**src/rtl/core/msxcart_ram.sv**
```systemverilog
// Generic single-port-write, single-port-read RAM with registered read data.
// No reset on contents; read data holds while no read is issued.
// Depends on nothing.
module msxcart_ram #(
  parameter int unsigned WIDTH = 8,
  parameter int unsigned DEPTH = 16
) (
  input  logic                     clk,
  input  logic                     we,
  input  logic [$clog2(DEPTH)-1:0] waddr,
  input  logic [WIDTH-1:0]         wdata,
  input  logic                     re,
  input  logic [$clog2(DEPTH)-1:0] raddr,
  output logic [WIDTH-1:0]         rdata
);

  logic [WIDTH-1:0] mem [DEPTH];

  // Write and registered read
  always_ff @(posedge clk) begin
    if (we) begin
      mem[waddr] <= wdata;
    end
    if (re) begin
      rdata <= mem[raddr];
    end
  end

endmodule

```
**config.mk**
```make
export PLATFORM = sky130hd
export DESIGN_NAME = msxcart_ram
export DESIGN_NICKNAME = d
export VERILOG_FILES = /design/src/rtl/core/msxcart_ram.sv
export SDC_FILE = /design/constraint.sdc
export NUM_CORES = 1
export LEC_CHECK = 0
export BUFFER_PORTS_ARGS = -buffer_cell sky130_fd_sc_hd__buf_2
export CAP_MARGIN = 10
export CORE_UTILIZATION = 40
export DETAILED_ROUTE_END_ITERATION = 8
export HOLD_SLACK_MARGIN = 0.02
export PLACE_DENSITY = 0.54
export SYNTH_ARGS = -nofsm -noshare
export SYNTH_HDL_FRONTEND = slang
export SYNTH_SLANG_ARGS = --single-unit
export TNS_END_PERCENT = 30
```
**constraint.sdc**
```tcl
create_clock -name clk -period 1.42 [get_ports clk]
set_input_delay 0.071 -clock clk [delete_from_list [all_inputs] [get_ports clk]]
set_output_delay 0.071 -clock clk [all_outputs]
set_load 0.05 [all_outputs]
```
-- After elaboration in Yosys (flattened, before gate mapping)
Memories as Yosys holds them, arrays and structs flattened. A register that Yosys moved wholly into a read port is not among the register bits.
Cells that the tools add are included.
- bits in latches: 0
- bits in writable memories: 128
- bits in registers: 0
- input bits: 19
- word-level logic and storage cells: 3
- ROM bits: 0
- memories kept: 1
- multipliers: 0
- divide/modulo/power cells: 0
- add/sub/neg operators: 0
- bitwise operators: 0
- reduce and logical (&&, ||, !) cells: 0
- $lt $le $gt $ge: 0
- equal/unequal tests: 0
- multiplexer cells: 2
- shift operators: 0
- memories (memory ; words ; bits a word ; rd ports ; clocked after Yosys merged registers in ; wr ports ; line ; source):
    mem ; 16 ; 8 ; 1 ; 1 ; 1 ; 17 ; logic [WIDTH-1:0] mem [DEPTH];
- operators with widths (operator ; number):
    1-bit 2-to-1 mux ; 2

-- Logic depth before layout (Yosys ltp)
- word-level depth: 2
- mapped depth: 5

-- Worst setup path before layout
No wires, ideal clock.
- kind: input to register
- from: input waddr[2]
- to: memory mem[0][0], enable pin
- stages: 2
- arrival: 1181 ps
- slack: -144 ps
- buffers on the path: 0
- cell sequence: or3b_2 -> nor3_1
- RTL lines (element ; line ; source):
    from (decl) ; 10 ; input logic [$clog2(DEPTH)-1:0] waddr,
    to (decl) ; 17 ;
No word-level cell before the write port.

==> metrics <==
core area=12,700 um2; Synth top area share=0.781; area grow syn2layout=22.1%; worst slack at placement=-0.220 ns; antenna violations before repair=0; Power, Total=9.74 mW; startpoint types=flop; drc violations=0; Worst VDD drop=738 uV; max-cap violations=0; PortBufs=26; Final Core Density=0.504; Crit path largest cell delay=0.48 ns; final std cells w/o fill=477; GRT Total Usage=0.164; WP data required=1.57 ns; f_max=704 MHz; CP max stage cell=mux4_2; area leader, netlist=edfxtp_1; Setup violations, final=0; vias in the first global route=2,556; outcome=complete, no violations; Final min period=1.42 ns; commonest cells in the netlist=edfxtp_1, mux4_2, a22oi_1, mux4_1, nor2_1; Post-CTS Setup Inserts=0; Distinct cells, synth=18; Max H-tree Level=4; Clock Skew=0.00545 ns; ant diodes=0; average cell area after synthesis=22.8 um2; CP endpoint kind=flop; Post-synth EDFFs=136; first-pass GRT wire length=15,100 um; detailed-route via count=2,442; top_reg_cell synth=edfxtp_1; Slew HR=0.360; synth warn=0; Hold Vio Cnt, Final=0; clock sink total=136; Final HPWL DP=6700 um; Post-Syn Instances=229; Starting Density=0.413; pwr/cell area=1530 nW/um2; FF+latch count, synth=136; critical path start-end classification=flop to flop; register area share after synthesis=0.781; Clk Latency, worst-skew pair=0.41 ns; GRT Residual Overflow=0; die width=116 um; routed wire length per instance=21.2 um; Cell Area, Synth=5230 um2; synth top area cells=edfxtp_1, mux4_2, mux4_1; die area=13,500 um2; critical path cell sequence=mux4_2 -> a22oi_2 -> nand2_1; row cnt=41; ANT nets after route=0; HP Class=primary input to flop; Cell Count Post-Placement=445; Final #Nets=312; die height=116 um; I/O pins=27; most common cell in the netlist=edfxtp_1; CP Buf/Inv Count=0; DRT Wirelength=10,100 um; critical path arrival=1.57 ns; layout cells sized above 1=0.400; vias per cell=5.12; RSZ-0062 raised after global routing=yes; CTS tree=built; ys async rst share=0; R2R Setup Slk=0.0003 ns; Root Driver=clkbuf_16; Final Cycle Share=1.00; crit path max fanout=1; worst slew pin tran=0.956 ns; starting DRC count in detailed routing=172; Final WS setup=0.000340 ns; TritonCTS buffer count=17; Final GP Congestion=0.686; Pleak=2.13 nW; fin. max-slew vios=0; Bufs on Longest Clock Path=2; largest net degree at the start of global routing=27; delay-heaviest family, CP=multiplexers; router iterations before antenna repair=5; Mapped Nets=248; clock-pin slew on the worst setup and hold paths=0.06 ns
worst reg2reg max path, stage by stage (launching register included):
cell	delay, ns
edfxtp_1	0.37
mux4_2	0.48
a22oi_2	0.24
nand2_1	0.08
timing repair:
action,4_1_cts,5_1_grt
pin swaps,5,4
hold buffers,1,0
gates resized for setup,10,8
setup endpoints to repair,8,8
endpoints found under the hold margin,8,0
path summary, 6_finish.rpt:
kind | start | to | cells past startpoint
setup / recovery | mem[0][2]$_DFFE_PP_ | rdata[2]$_DFFE_PP_ | 3
hold / removal | wdata[2] | mem[0][2]$_DFFE_PP_ | 1
setup reg to reg | mem[0][2]$_DFFE_PP_ | rdata[2]$_DFFE_PP_ | 3
hold reg to reg | mem[14][7]$_DFFE_PP_ | rdata[7]$_DFFE_PP_ | 3
state kept, by name, summed over array words and instances, names as in the netlist:
signal  cells
mem       128
rdata       8
per-layer routing:
| metal | vias to the layer above | GRT usage | routed length, um |
|---|---|---|---|
| met5 | - | 0 | 0 |
| li1 | 1098 | - | - |
| met3 | 11 | 0.0467 | 520 |
| met4 | 0 | 0.0692 | 123 |
| met1 | 1263 | 0.218 | 4490 |
| met2 | 70 | 0.256 | 4970 |
power by group:
part | internal, mW | switching (mW)
sequential | 4.52 | 0.0220
clock | 3.08 | 1.59
combinational | 0.203 | 0.317
total | 7.81 | 1.93
layout by cell type (no fill, tap or decap):
| master | n |
|---|---|
| a22oi_1 | 8 |
| a22oi_2 | 8 |
| and2_1 | 1 |
| and2b_1 | 1 |
| buf_12 | 3 |
| buf_2 | 26 |
| buf_4 | 25 |
| bufinv_16 | 5 |
| clkbuf_16 | 17 |
| clkinv_1 | 1 |
| clkinv_2 | 3 |
| clkinvlp_4 | 5 |
| dlygate4sd3_1 | 1 |
| edfxtp_1 | 136 |
| mux4_1 | 4 |
| mux4_2 | 28 |
| nand2_1 | 9 |
| nand2b_1 | 2 |
| nand3_1 | 1 |
| nand3b_1 | 2 |
| nor2_1 | 13 |
| nor2b_1 | 1 |
| nor3_1 | 3 |
| nor3_2 | 1 |
| or3b_2 | 1 |
layout make-up:
class	instances	area, um2
Sequential cell	136	4080
Tap cell	172	215
Fill cell	1030	6290
Clock inverter	14	206
Clock buffer	17	425
Multi-Input combinational cell	83	1060
Timing Repair Buffer	55	388
kinds of logic after synthesis:
| kind of cell | Yosys count | share of synthesized area |
|---|---|---|
| AO/OA/AOI/OAI | 16 | 0.0230 |
| AND/OR/NAND/NOR | 35 | 0.0314 |
| flip-flops | 136 | 0.781 |
| buffers and inverters | 10 | 0.0165 |
| multiplexers | 32 | 0.148 |
per-stage QoR:
step	hold slack [ns]	setup TNS [ns]	area, um2
after floorplan	0.170	0	5230
after global placement	0.451	-1.30	5740
after detailed placement	0.450	-1.34	5740
after CTS	0.0354	-0.0414	6400
after global routing	0.0445	-0.127	6380
final	0.0441	0	6380
(Power assumes the default switching activity.)
