==> config.mk <==
export PLATFORM = sky130hd
export DESIGN_NAME = msxcart_mapper
export DESIGN_NICKNAME = d
export VERILOG_FILES = /design/src/rtl/core/msxcart_pkg.sv /design/src/rtl/core/msxcart_mapper.sv
export SDC_FILE = /design/constraint.sdc
export NUM_CORES = 1
export LEC_CHECK = 0
export BUFFER_PORTS_ARGS = -buffer_cell sky130_fd_sc_hd__buf_2
export CAP_MARGIN = 25
export CORE_MARGIN = 5
export CORE_UTILIZATION = 30
export CTS_BUF_LIST = sky130_fd_sc_hd__clkbuf_16
export DETAILED_ROUTE_END_ITERATION = 8
export PLACE_DENSITY_LB_ADDON = 0.1
export SLEW_MARGIN = 20
export SYNTH_ARGS = -nofsm -noshare
export SYNTH_HDL_FRONTEND = slang
export SYNTH_SLANG_ARGS = --single-unit
==> constraint.sdc <==
create_clock -name clk -period 2.8 [get_ports clk]
set_input_delay 0.14 -clock clk [delete_from_list [all_inputs] [get_ports clk]]
set_output_delay 0.14 -clock clk [all_outputs]
set_load 0.01 [all_outputs]
==> src/rtl/core/msxcart_pkg.sv <==
// Package for the cartridge mapper with serial link.
// Holds request codes, mapper kinds, port addresses and the control FSM type.
// Used by msxcart_mapper and the top level; depends on nothing.
package msxcart_pkg;

  // Item kinds on the input channel
  typedef enum logic [2:0] {
    REQ_READ  = 3'd0,
    REQ_WRITE = 3'd1,
    REQ_LINK  = 3'd2,
    REQ_OPEN  = 3'd3,
    REQ_LOAD  = 3'd4,
    REQ_CLOSE = 3'd5,
    REQ_RESET = 3'd6
  } req_t;

  // Mapper kinds of the user ROM
  typedef enum logic [2:0] {
    KIND_PLAIN   = 3'd0,
    KIND_ASCII8  = 3'd1,
    KIND_ASCII16 = 3'd2,
    KIND_KONAMI  = 3'd3,
    KIND_SCC     = 3'd4
  } kind_t;

  // Control FSM
  typedef enum logic {
    ST_IDLE = 1'b0,
    ST_FILL = 1'b1
  } state_t;

  // Where the read byte of the finishing item comes from
  typedef enum logic [1:0] {
    SRC_REG = 2'd0,
    SRC_RX  = 2'd1,
    SRC_IMG = 2'd2
  } src_t;

  // Commands from the control logic to the bank registers
  typedef struct packed {
    logic  bank_wr;
    logic  load_open;
    kind_t kind;
  } bank_cmd_t;

  // Register addresses in the cartridge window
  localparam logic [15:0] ADDR_GETC    = 16'hBFFC;
  localparam logic [15:0] ADDR_STATUS  = 16'hBFFD;
  localparam logic [15:0] ADDR_PUTC    = 16'hBFFE;
  localparam logic [15:0] ADDR_CONTROL = 16'hBFFF;

  // Cartridge window bounds
  localparam logic [15:0] WIN_LO = 16'h4000;
  localparam logic [15:0] WIN_HI = 16'hC000;

  // Control write bits
  localparam int unsigned CTRL_MODE_BIT   = 2;
  localparam int unsigned CTRL_ENABLE_BIT = 0;

  // Byte returned for unmapped or missing locations
  localparam logic [7:0] BYTE_OPEN = 8'hFF;

  // Width of a mapped image index: 8-bit block times a 16 KB span
  localparam int unsigned IDX_W = 22;
  localparam int unsigned CMP_W = IDX_W + 1;

endpackage

==> src/rtl/core/msxcart_mapper.sv <==
// Bank registers and address translation of the user ROM mapper.
// Turns a CPU address into an image index, with mirroring and bank switching.
// Depends on msxcart_pkg.
module msxcart_mapper #(
  parameter int unsigned IMAGE_DEPTH = 131072,
  parameter int unsigned BANK_SLOTS  = 4
) (
  input  logic                               clk,
  input  logic                               rst,
  input  msxcart_pkg::bank_cmd_t             cmd,
  input  logic [15:0]                        address,
  input  logic [7:0]                         data,
  input  logic [$clog2(IMAGE_DEPTH+1)-1:0]   image_length,
  output logic                               rd_hit,
  output logic [$clog2(IMAGE_DEPTH)-1:0]     rd_idx
);

  localparam int unsigned SLOT_W = $clog2(BANK_SLOTS);
  localparam int unsigned IMG_AW = $clog2(IMAGE_DEPTH);

  msxcart_pkg::kind_t mapper_kind;
  logic [7:0]         bank_blocks [BANK_SLOTS];

  logic [15:0]               mir_addr;
  logic                      in_win;
  logic [15:0]               rel;
  logic                      wide_span;
  logic [2:0]                rd_slot;
  logic                      rd_slot_ok;
  logic [7:0]                blk;
  logic [msxcart_pkg::IDX_W-1:0] idx;
  logic [2:0]                wr_slot;
  logic                      wr_ok;
  logic                      wr_slot_ok;

  // Mirror the address for the Konami kinds
  always_comb begin
    mir_addr = address;
    case (mapper_kind)
      msxcart_pkg::KIND_KONAMI: begin
        if (address < msxcart_pkg::WIN_LO) begin
          mir_addr = address + 16'h4000;
        end else if (address >= msxcart_pkg::WIN_HI) begin
          mir_addr = address - 16'h4000;
        end
      end
      msxcart_pkg::KIND_SCC: begin
        if (address < msxcart_pkg::WIN_LO) begin
          mir_addr = address + 16'h8000;
        end else if (address >= msxcart_pkg::WIN_HI) begin
          mir_addr = address - 16'h8000;
        end
      end
      default: mir_addr = address;
    endcase
  end

  // Translate the window offset through the selected bank
  always_comb begin
    in_win     = (mir_addr >= msxcart_pkg::WIN_LO) && (mir_addr < msxcart_pkg::WIN_HI);
    rel        = mir_addr - msxcart_pkg::WIN_LO;
    wide_span  = (mapper_kind == msxcart_pkg::KIND_PLAIN) ||
                 (mapper_kind == msxcart_pkg::KIND_ASCII16);
    rd_slot    = wide_span ? {2'b00, rel[14]} : {1'b0, rel[14:13]};
    rd_slot_ok = {1'b0, rd_slot} < 4'(BANK_SLOTS);
    blk        = bank_blocks[rd_slot[SLOT_W-1:0]];
    idx        = wide_span ? {blk, rel[13:0]} : {1'b0, blk, rel[12:0]};
    rd_hit     = in_win && rd_slot_ok &&
                 (msxcart_pkg::CMP_W'(idx) < msxcart_pkg::CMP_W'(image_length)) &&
                 (msxcart_pkg::CMP_W'(idx) < msxcart_pkg::CMP_W'(IMAGE_DEPTH));
    rd_idx     = idx[IMG_AW-1:0];
  end

  // Decode a bank-switch write
  always_comb begin
    wr_slot = 3'd0;
    wr_ok   = 1'b0;
    if (address >= msxcart_pkg::WIN_LO && address < msxcart_pkg::WIN_HI) begin
      case (mapper_kind)
        msxcart_pkg::KIND_ASCII8: begin
          wr_ok   = (address >= 16'h6000) && (address < 16'h8000);
          wr_slot = {1'b0, address[12:11]};
        end
        msxcart_pkg::KIND_ASCII16: begin
          wr_ok   = (address >= 16'h6000) && (address < 16'h7800) && !address[11];
          wr_slot = {2'b00, address[12]};
        end
        msxcart_pkg::KIND_KONAMI: begin
          wr_ok   = address >= 16'h6000;
          wr_slot = address[15:13] - 3'd2;
        end
        msxcart_pkg::KIND_SCC: begin
          wr_ok   = (address >= 16'h5000) && (address[12:11] == 2'b10);
          wr_slot = address[15:13] - 3'd2;
        end
        default: begin
          wr_ok   = 1'b0;
          wr_slot = 3'd0;
        end
      endcase
    end
    wr_slot_ok = {1'b0, wr_slot} < 4'(BANK_SLOTS);
  end

  // Hold mapper kind and bank registers; load open restores sequential banks
  always_ff @(posedge clk) begin
    if (rst) begin
      mapper_kind <= msxcart_pkg::KIND_PLAIN;
      for (int n = 0; n < BANK_SLOTS; n++) begin
        bank_blocks[n] <= 8'(n);
      end
    end else if (cmd.load_open) begin
      mapper_kind <= cmd.kind;
      for (int n = 0; n < BANK_SLOTS; n++) begin
        bank_blocks[n] <= 8'(n);
      end
    end else if (cmd.bank_wr && wr_ok && wr_slot_ok) begin
      bank_blocks[wr_slot[SLOT_W-1:0]] <= data;
    end
  end

endmodule

==> Word-level counts from Yosys, hierarchy flattened <==
Memory sizes are Yosys's and may differ from the RTL's.
Cells that the tools add are included.
{ "totals": {"inputBits": 49, "latch_bits": 0, "mem_bits_ro": 0, "regBits": 3, "wordCells": 74, "mem_count": 1, "mem_bits_rw": 32} }
{ "op_classes": {"eq_ne": 5, "n_lt_le_gt_ge": 14, "addsub": 6, "bitwise": 4, "multipliers": 0, "muxes": 27, "shift": 0, "n_reduce_logical": 16, "div_mod_pow": 0} }
{ "mem_list": {"columns": ["name", "words", "width", "read_ports", "rd_clocked_by_memory_dff", "wr", "line_no", "rtl"], "rows": [
  ["bank_blocks", 4, 8, 1, 0, 4, "msxcart_mapper.sv:22", "logic [7:0] bank_blocks [BANK_SLOTS];"]
]} }
{ "op_table": {"columns": ["op", "n"], "rows": [
  ["16-bit by 15-bit greater-or-equal comparator with 1-bit output (second input constant)", 4],
  ["16-bit 2-to-1 mux", 4],
  ["16-bit less-than comparator (second input constant)", 3],
  ["8-bit 2-to-1 mux", 5],
  ["16-bit by 15-bit less-than comparator with 1-bit output (second input constant)", 2],
  ["16-bit one-hot mux with 2 select lines", 1],
  ["22-bit by 18-bit less-than comparator with 1-bit output", 1],
  ["22-bit by 18-bit less-than comparator with 1-bit output (second input constant)", 1],
  ["22-bit 2-to-1 mux", 1],
  ["16-bit by 15-bit adder with 16-bit output (second input constant)", 1],
  ["16-bit adder (second input constant)", 1],
  ["16-bit greater-or-equal comparator (second input constant)", 1],
  ["16-bit by 15-bit subtractor with 16-bit output (second input constant)", 1],
  ["16-bit subtractor (second input constant)", 1],
  ["15-bit subtractor (second input constant)", 1],
  ["1-bit logical AND", 11],
  ["1-bit 2-to-1 mux", 11],
  ["3-bit one-hot mux with 3 select lines", 1],
  ["8-bit OR reduction", 1],
  ["3-bit by 2-bit equality test with 1-bit output (second input constant)", 2],
  ["2-bit 2-to-1 mux", 2],
  ["1-bit bitwise OR", 4],
  ["1-bit one-hot mux with 4 select lines", 1],
  ["3-bit by 1-bit equality test with 1-bit output (second input constant)", 1],
  ["other kinds (10)", 10]
]} }

==> Depth between registers and ports, before layout <==
{ "logic_depth": {"ltp_word": 13, "depth_mapped": 16} }

==> Worst setup path before layout <==
No wires, ideal clock.
{ "synth_path": {"path_kind": "register -> output", "start": "register mapper_kind[0]", "end": "output rd_hit", "path_stages_with_launch": 14, "arrival_ns": 3.128, "path_buffers": 1, "path_slack_ns": -0.468, "cell_sequence": "dfxtp_1 buf_2 or2_2 o21ai_1 mux2_2 nor2_1 a31oi_1 o22a_1 ha_1 nand4_1 a21oi_1 a2111oi_0 a21oi_1 nor4_1"} }
{ "synth_between": {"elab_chain_cells": 9, "word_cells_on_any_way": 19} }
{ "synth_lines": {"columns": ["element", "line_no", "rtl"], "rows": [
  ["from (decl)", "msxcart_mapper.sv:21", "msxcart_pkg::kind_t mapper_kind;"],
  ["from (signal assigned)", "msxcart_mapper.sv:108", "mapper_kind <= msxcart_pkg::KIND_PLAIN;"],
  ["from (signal assigned)", "msxcart_mapper.sv:113", "mapper_kind <= cmd.kind;"],
  ["3-bit equality test or 3-bit by 2-bit equality test with 1-bit output (tied branches)", "msxcart_mapper.sv:39", "case (mapper_kind)"],
  ["16-bit one-hot mux with 2 select lines", "msxcart_mapper.sv:39", null],
  ["15-bit subtractor", "msxcart_mapper.sv:61", "rel = mir_addr - msxcart_pkg::WIN_LO;"],
  ["2-bit 2-to-1 mux", "msxcart_mapper.sv:64", "rd_slot = wide_span ? {2'b00, rel[14]} : {1'b0, rel[14:13]};"],
  ["memory 4 x 8 bit", null, null],
  ["22-bit 2-to-1 mux *", "msxcart_mapper.sv:67", "idx = wide_span ? {blk, rel[13:0]} : {1'b0, blk, rel[12:0]};"],
  ["via rd_idx[13]", "msxcart_mapper.sv:15", "output logic [$clog2(IMAGE_DEPTH)-1:0] rd_idx"],
  ["22-bit by 18-bit less-than comparator with 1-bit output", "msxcart_mapper.sv:69", "(msxcart_pkg::CMP_W'(idx) < msxcart_pkg::CMP_W'(image_length)) &&"],
  ["1-bit logical AND", "msxcart_mapper.sv:68", "rd_hit = in_win && rd_slot_ok &&"],
  ["1-bit logical AND *", "msxcart_mapper.sv:69", null],
  ["to (decl)", "msxcart_mapper.sv:14", "output logic rd_hit,"]
]} }
The timed path passes the listed nets; every way through them passes the cells marked *.

==> Worst setup path after layout <==
{ "layout_path": {"start": "register mapper_kind[2]", "end": "output rd_hit"} }
{ "layout_between": {"elab_chain_cells": 9, "word_cells_on_any_way": 19} }
{ "layout_lines": {"columns": ["element", "line_no"], "rows": [
  ["3-bit equality test or 3-bit by 2-bit equality test with 1-bit output (tied branches)", "msxcart_mapper.sv:39"],
  ["16-bit one-hot mux with 2 select lines", "msxcart_mapper.sv:39"],
  ["15-bit subtractor", "msxcart_mapper.sv:61"],
  ["2-bit 2-to-1 mux", "msxcart_mapper.sv:64"],
  ["memory 4 x 8 bit", null],
  ["22-bit 2-to-1 mux", "msxcart_mapper.sv:67"],
  ["22-bit by 18-bit less-than comparator with 1-bit output", "msxcart_mapper.sv:69"],
  ["1-bit logical AND", "msxcart_mapper.sv:68"],
  ["1-bit logical AND *", "msxcart_mapper.sv:69"]
]} }
Every way passes the cells marked *; elsewhere a longest branch is shown, timed or not.

==> results.json <==
{
  "status": "finished with violations",
  "violations": "setup timing",
  "syn_nets": 336,
  "slew_headroom_pct": 68.7,
  "cap_violations": 0,
  "routabilityCongestion": 0.786,
  "yosys.area.top_type": "edfxtp_1",
  "place_ws_ns": -0.240,
  "p_clk_share_pct": 35.3,
  "period_share_pct": 112,
  "synth.avg_cell_area_um2": 9.64,
  "yosysTopAreaCellShare_pct": 37.5,
  "die_h_um": 102,
  "synth.cell_area_mm2": 0.00256,
  "antenna_cells": 0,
  "io_buffers": 66,
  "initial_core_util_pct": 31.0,
  "antenna_found_initial": 0,
  "wl_per_cell_um": 13.5,
  "powerDensity_mw_per_mm2": 426,
  "clk_pin_slew_ns": 0.05,
  "combPwrFrac_pct": 24.2,
  "drc_errors": 0,
  "min_path_type": "primary input to flop",
  "synth_edf_count": 32,
  "cts_root_buf": "clkbuf_16",
  "tightest_slew_ns": 0.467,
  "synth-main-ff-cell": "edfxtp_1",
  "p_leak_nw": 1.66,
  "rows": 33,
  "clock_latency_ns": 0.27,
  "drt_first_pass_iters": 4,
  "hold_ws_ns": 0.0643,
  "die_area_mm2": 0.0105,
  "timing.final.max_slew_violations": 0,
  "drtAntennaViolNets": 0,
  "hold_buffers": 0,
  "tns_ns": -0.333,
  "grt_usage_pct": 12.8,
  "p_switching_mw": 0.381,
  "drt-total-wl_mm": 6.35,
  "switching_share_pct": 25.8,
  "nFillCells": 871,
  "ir_drop_mv": 0.312,
  "synth.most_common_cell": "edfxtp_1",
  "total_power_mw": 1.47,
  "viasPerCell": 4.51,
  "ios": 67,
  "grt_remaining_overflow": 0,
  "cts_buffer_depth": 2,
  "hold_viol": 0,
  "grt_pass1_vias": 2167,
  "yosys_warnings": 0,
  "initialDrtViolationCount": 81,
  "drive_above_1_share_pct": 38.6,
  "critPathArrivalTime_ns": 2.99,
  "ys_seq_elements": 35,
  "pwr-share-seq_pct": 40.5,
  "hpwl_mm": 5.45,
  "crit_required_ns": 2.66,
  "h-tree-depth": 2,
  "synthArstFlopShare_pct": 0,
  "cp_max_fo": 6,
  "grt_pass1_wl_mm": 10.4,
  "clkSinkCount": 35,
  "numCtsBuffers": 5,
  "critPathCaptureType": "primary output",
  "ys_seq_area_share_pct": 39.8,
  "die_w_um": 102,
  "grt_max_degree": 12,
  "synthCells": 266,
  "setup_viol": 1,
  "fin_ws_ns": -0.333,
  "area_growth_pct": 35.0,
  "yosys-top-cells-area": "edfxtp_1 37%, ha_1 10%, mux2i_1 5.9%",
  "rsz0062_at_grt": "true",
  "skew_ns": 0.00223,
  "path_class": "flop to primary output",
  "tritoncts": "yes",
  "synth.distinct_cells": 49,
  "fmax_mhz": 319,
  "startpoint_type": "flop",
  "fin_nets": 434,
  "via_count": 2122,
  "core_mm2": 0.00826,
  "min_period_ns": 3.13,
  "synth.cells.most_frequent": "32 x edfxtp_1, 31 x inv_1, 31 x nor2_1",
  "p_int_mw": 1.09
}
==> per-layer routing <==
layer	track usage [%]	share of wire (%)	vias to the layer above
met5	0	0	-
met4	2.72	0.93	0
met3	2.66	7.0	5
met2	21.6	45	53
met1	16.8	47	934
li1	-	-	1130
==> logic make-up after synthesis <==
group / Yosys count / share of synthesized area [%]
AND/OR/NAND/NOR: 95 / 20.3
buffers and inverters: 52 / 10.2
multiplexers: 21 / 8.93
adder cells (fa/ha/maj): 21 / 10.2
XOR/XNOR: 1 / 0.342
AO/OA/AOI/OAI: 41 / 10.2
flip-flops: 35 / 39.8
==> path summary, 6_finish.rpt <==
path,from,endpoint,slack (ns),cells after the start
setup / recovery,mapper_kind[2],rd_hit,-0.33,12
setup reg to reg,mapper_kind[0],bank_blocks[1][2],0.29,8
hold / removal,rst,mapper_kind[0],0.06,2
hold reg to reg,mapper_kind[1],mapper_kind[1],0.70,3
==> repair_timing <==
item,4_1_cts,5_1_grt
buffers inserted,1,0
resized for setup,9,4
endpoints found under the setup margin,9,1
pin swaps,5,1
==> critical path: stages (launching register included) <==
cell	delay, ns
dfxtp_4	0.36
or2_4	0.26
o21ai_4	0.17
mux2_4	0.31
nor2_1	0.09
a31oi_1	0.05
o22a_1	0.26
ha_4	0.29
nand4_1	0.09
or4_4	0.50
a21oi_2	0.16
nor4_2	0.06
buf_2	0.15
==> metrics by stage <==
stage / instance area [um^2] / std cells / util [%]
after floorplan: 2600 / 266 / -
after global placement: 3260 / 461 / 39.4
after detailed placement: 3260 / 461 / 39.4
after CTS: 3440 / 470 / 41.7
after global routing: 3460 / 470 / 41.9
final: 3460 / 470 / 41.9
==> power groups by stage <==
stage	combinational, mW	clock (mW)	sequential (mW)
finish	0.356	0.520	0.597
global route	0.399	0.558	0.600
CTS	0.355	0.534	0.597
detailed placement	0.342	0	0.608
global placement	0.341	0	0.608
floorplan	0.192	0	0.604
==> sequential cells by signal, summed over array words and instances, names as in the netlist <==
signal and flops:
bank_blocks 32, mapper_kind 3
==> placed cells by master, fill, tap and decap left out, types with 3 or more instances in the layout <==
cell type and n:
buf_2 66, buf_4 45, inv_1 32, edfxtp_1 32, nor2_1 31, ha_1 20, mux2i_1 15, and2_1 15
nand2_1 11, a21oi_1 9, nand2b_1 6, o21ai_0 6, clkbuf_16 5, mux2_2 4, nor3_1 4, nand4_1 4
a21oi_2 3, nor4_1 3, a21o_1 3
==> final cells by class <==
type	instances	area, um^2	area share [%]
Clock buffer	5	125	3.62
Timing Repair Buffer	112	688	19.9
Clock inverter	3	16.3	0.470
Tap cell	105	131	3.80
Sequential cell	35	1030	29.6
Multi-Input combinational cell	179	1360	39.2
Inverter	31	116	3.36
(Power assumes the default switching activity.)
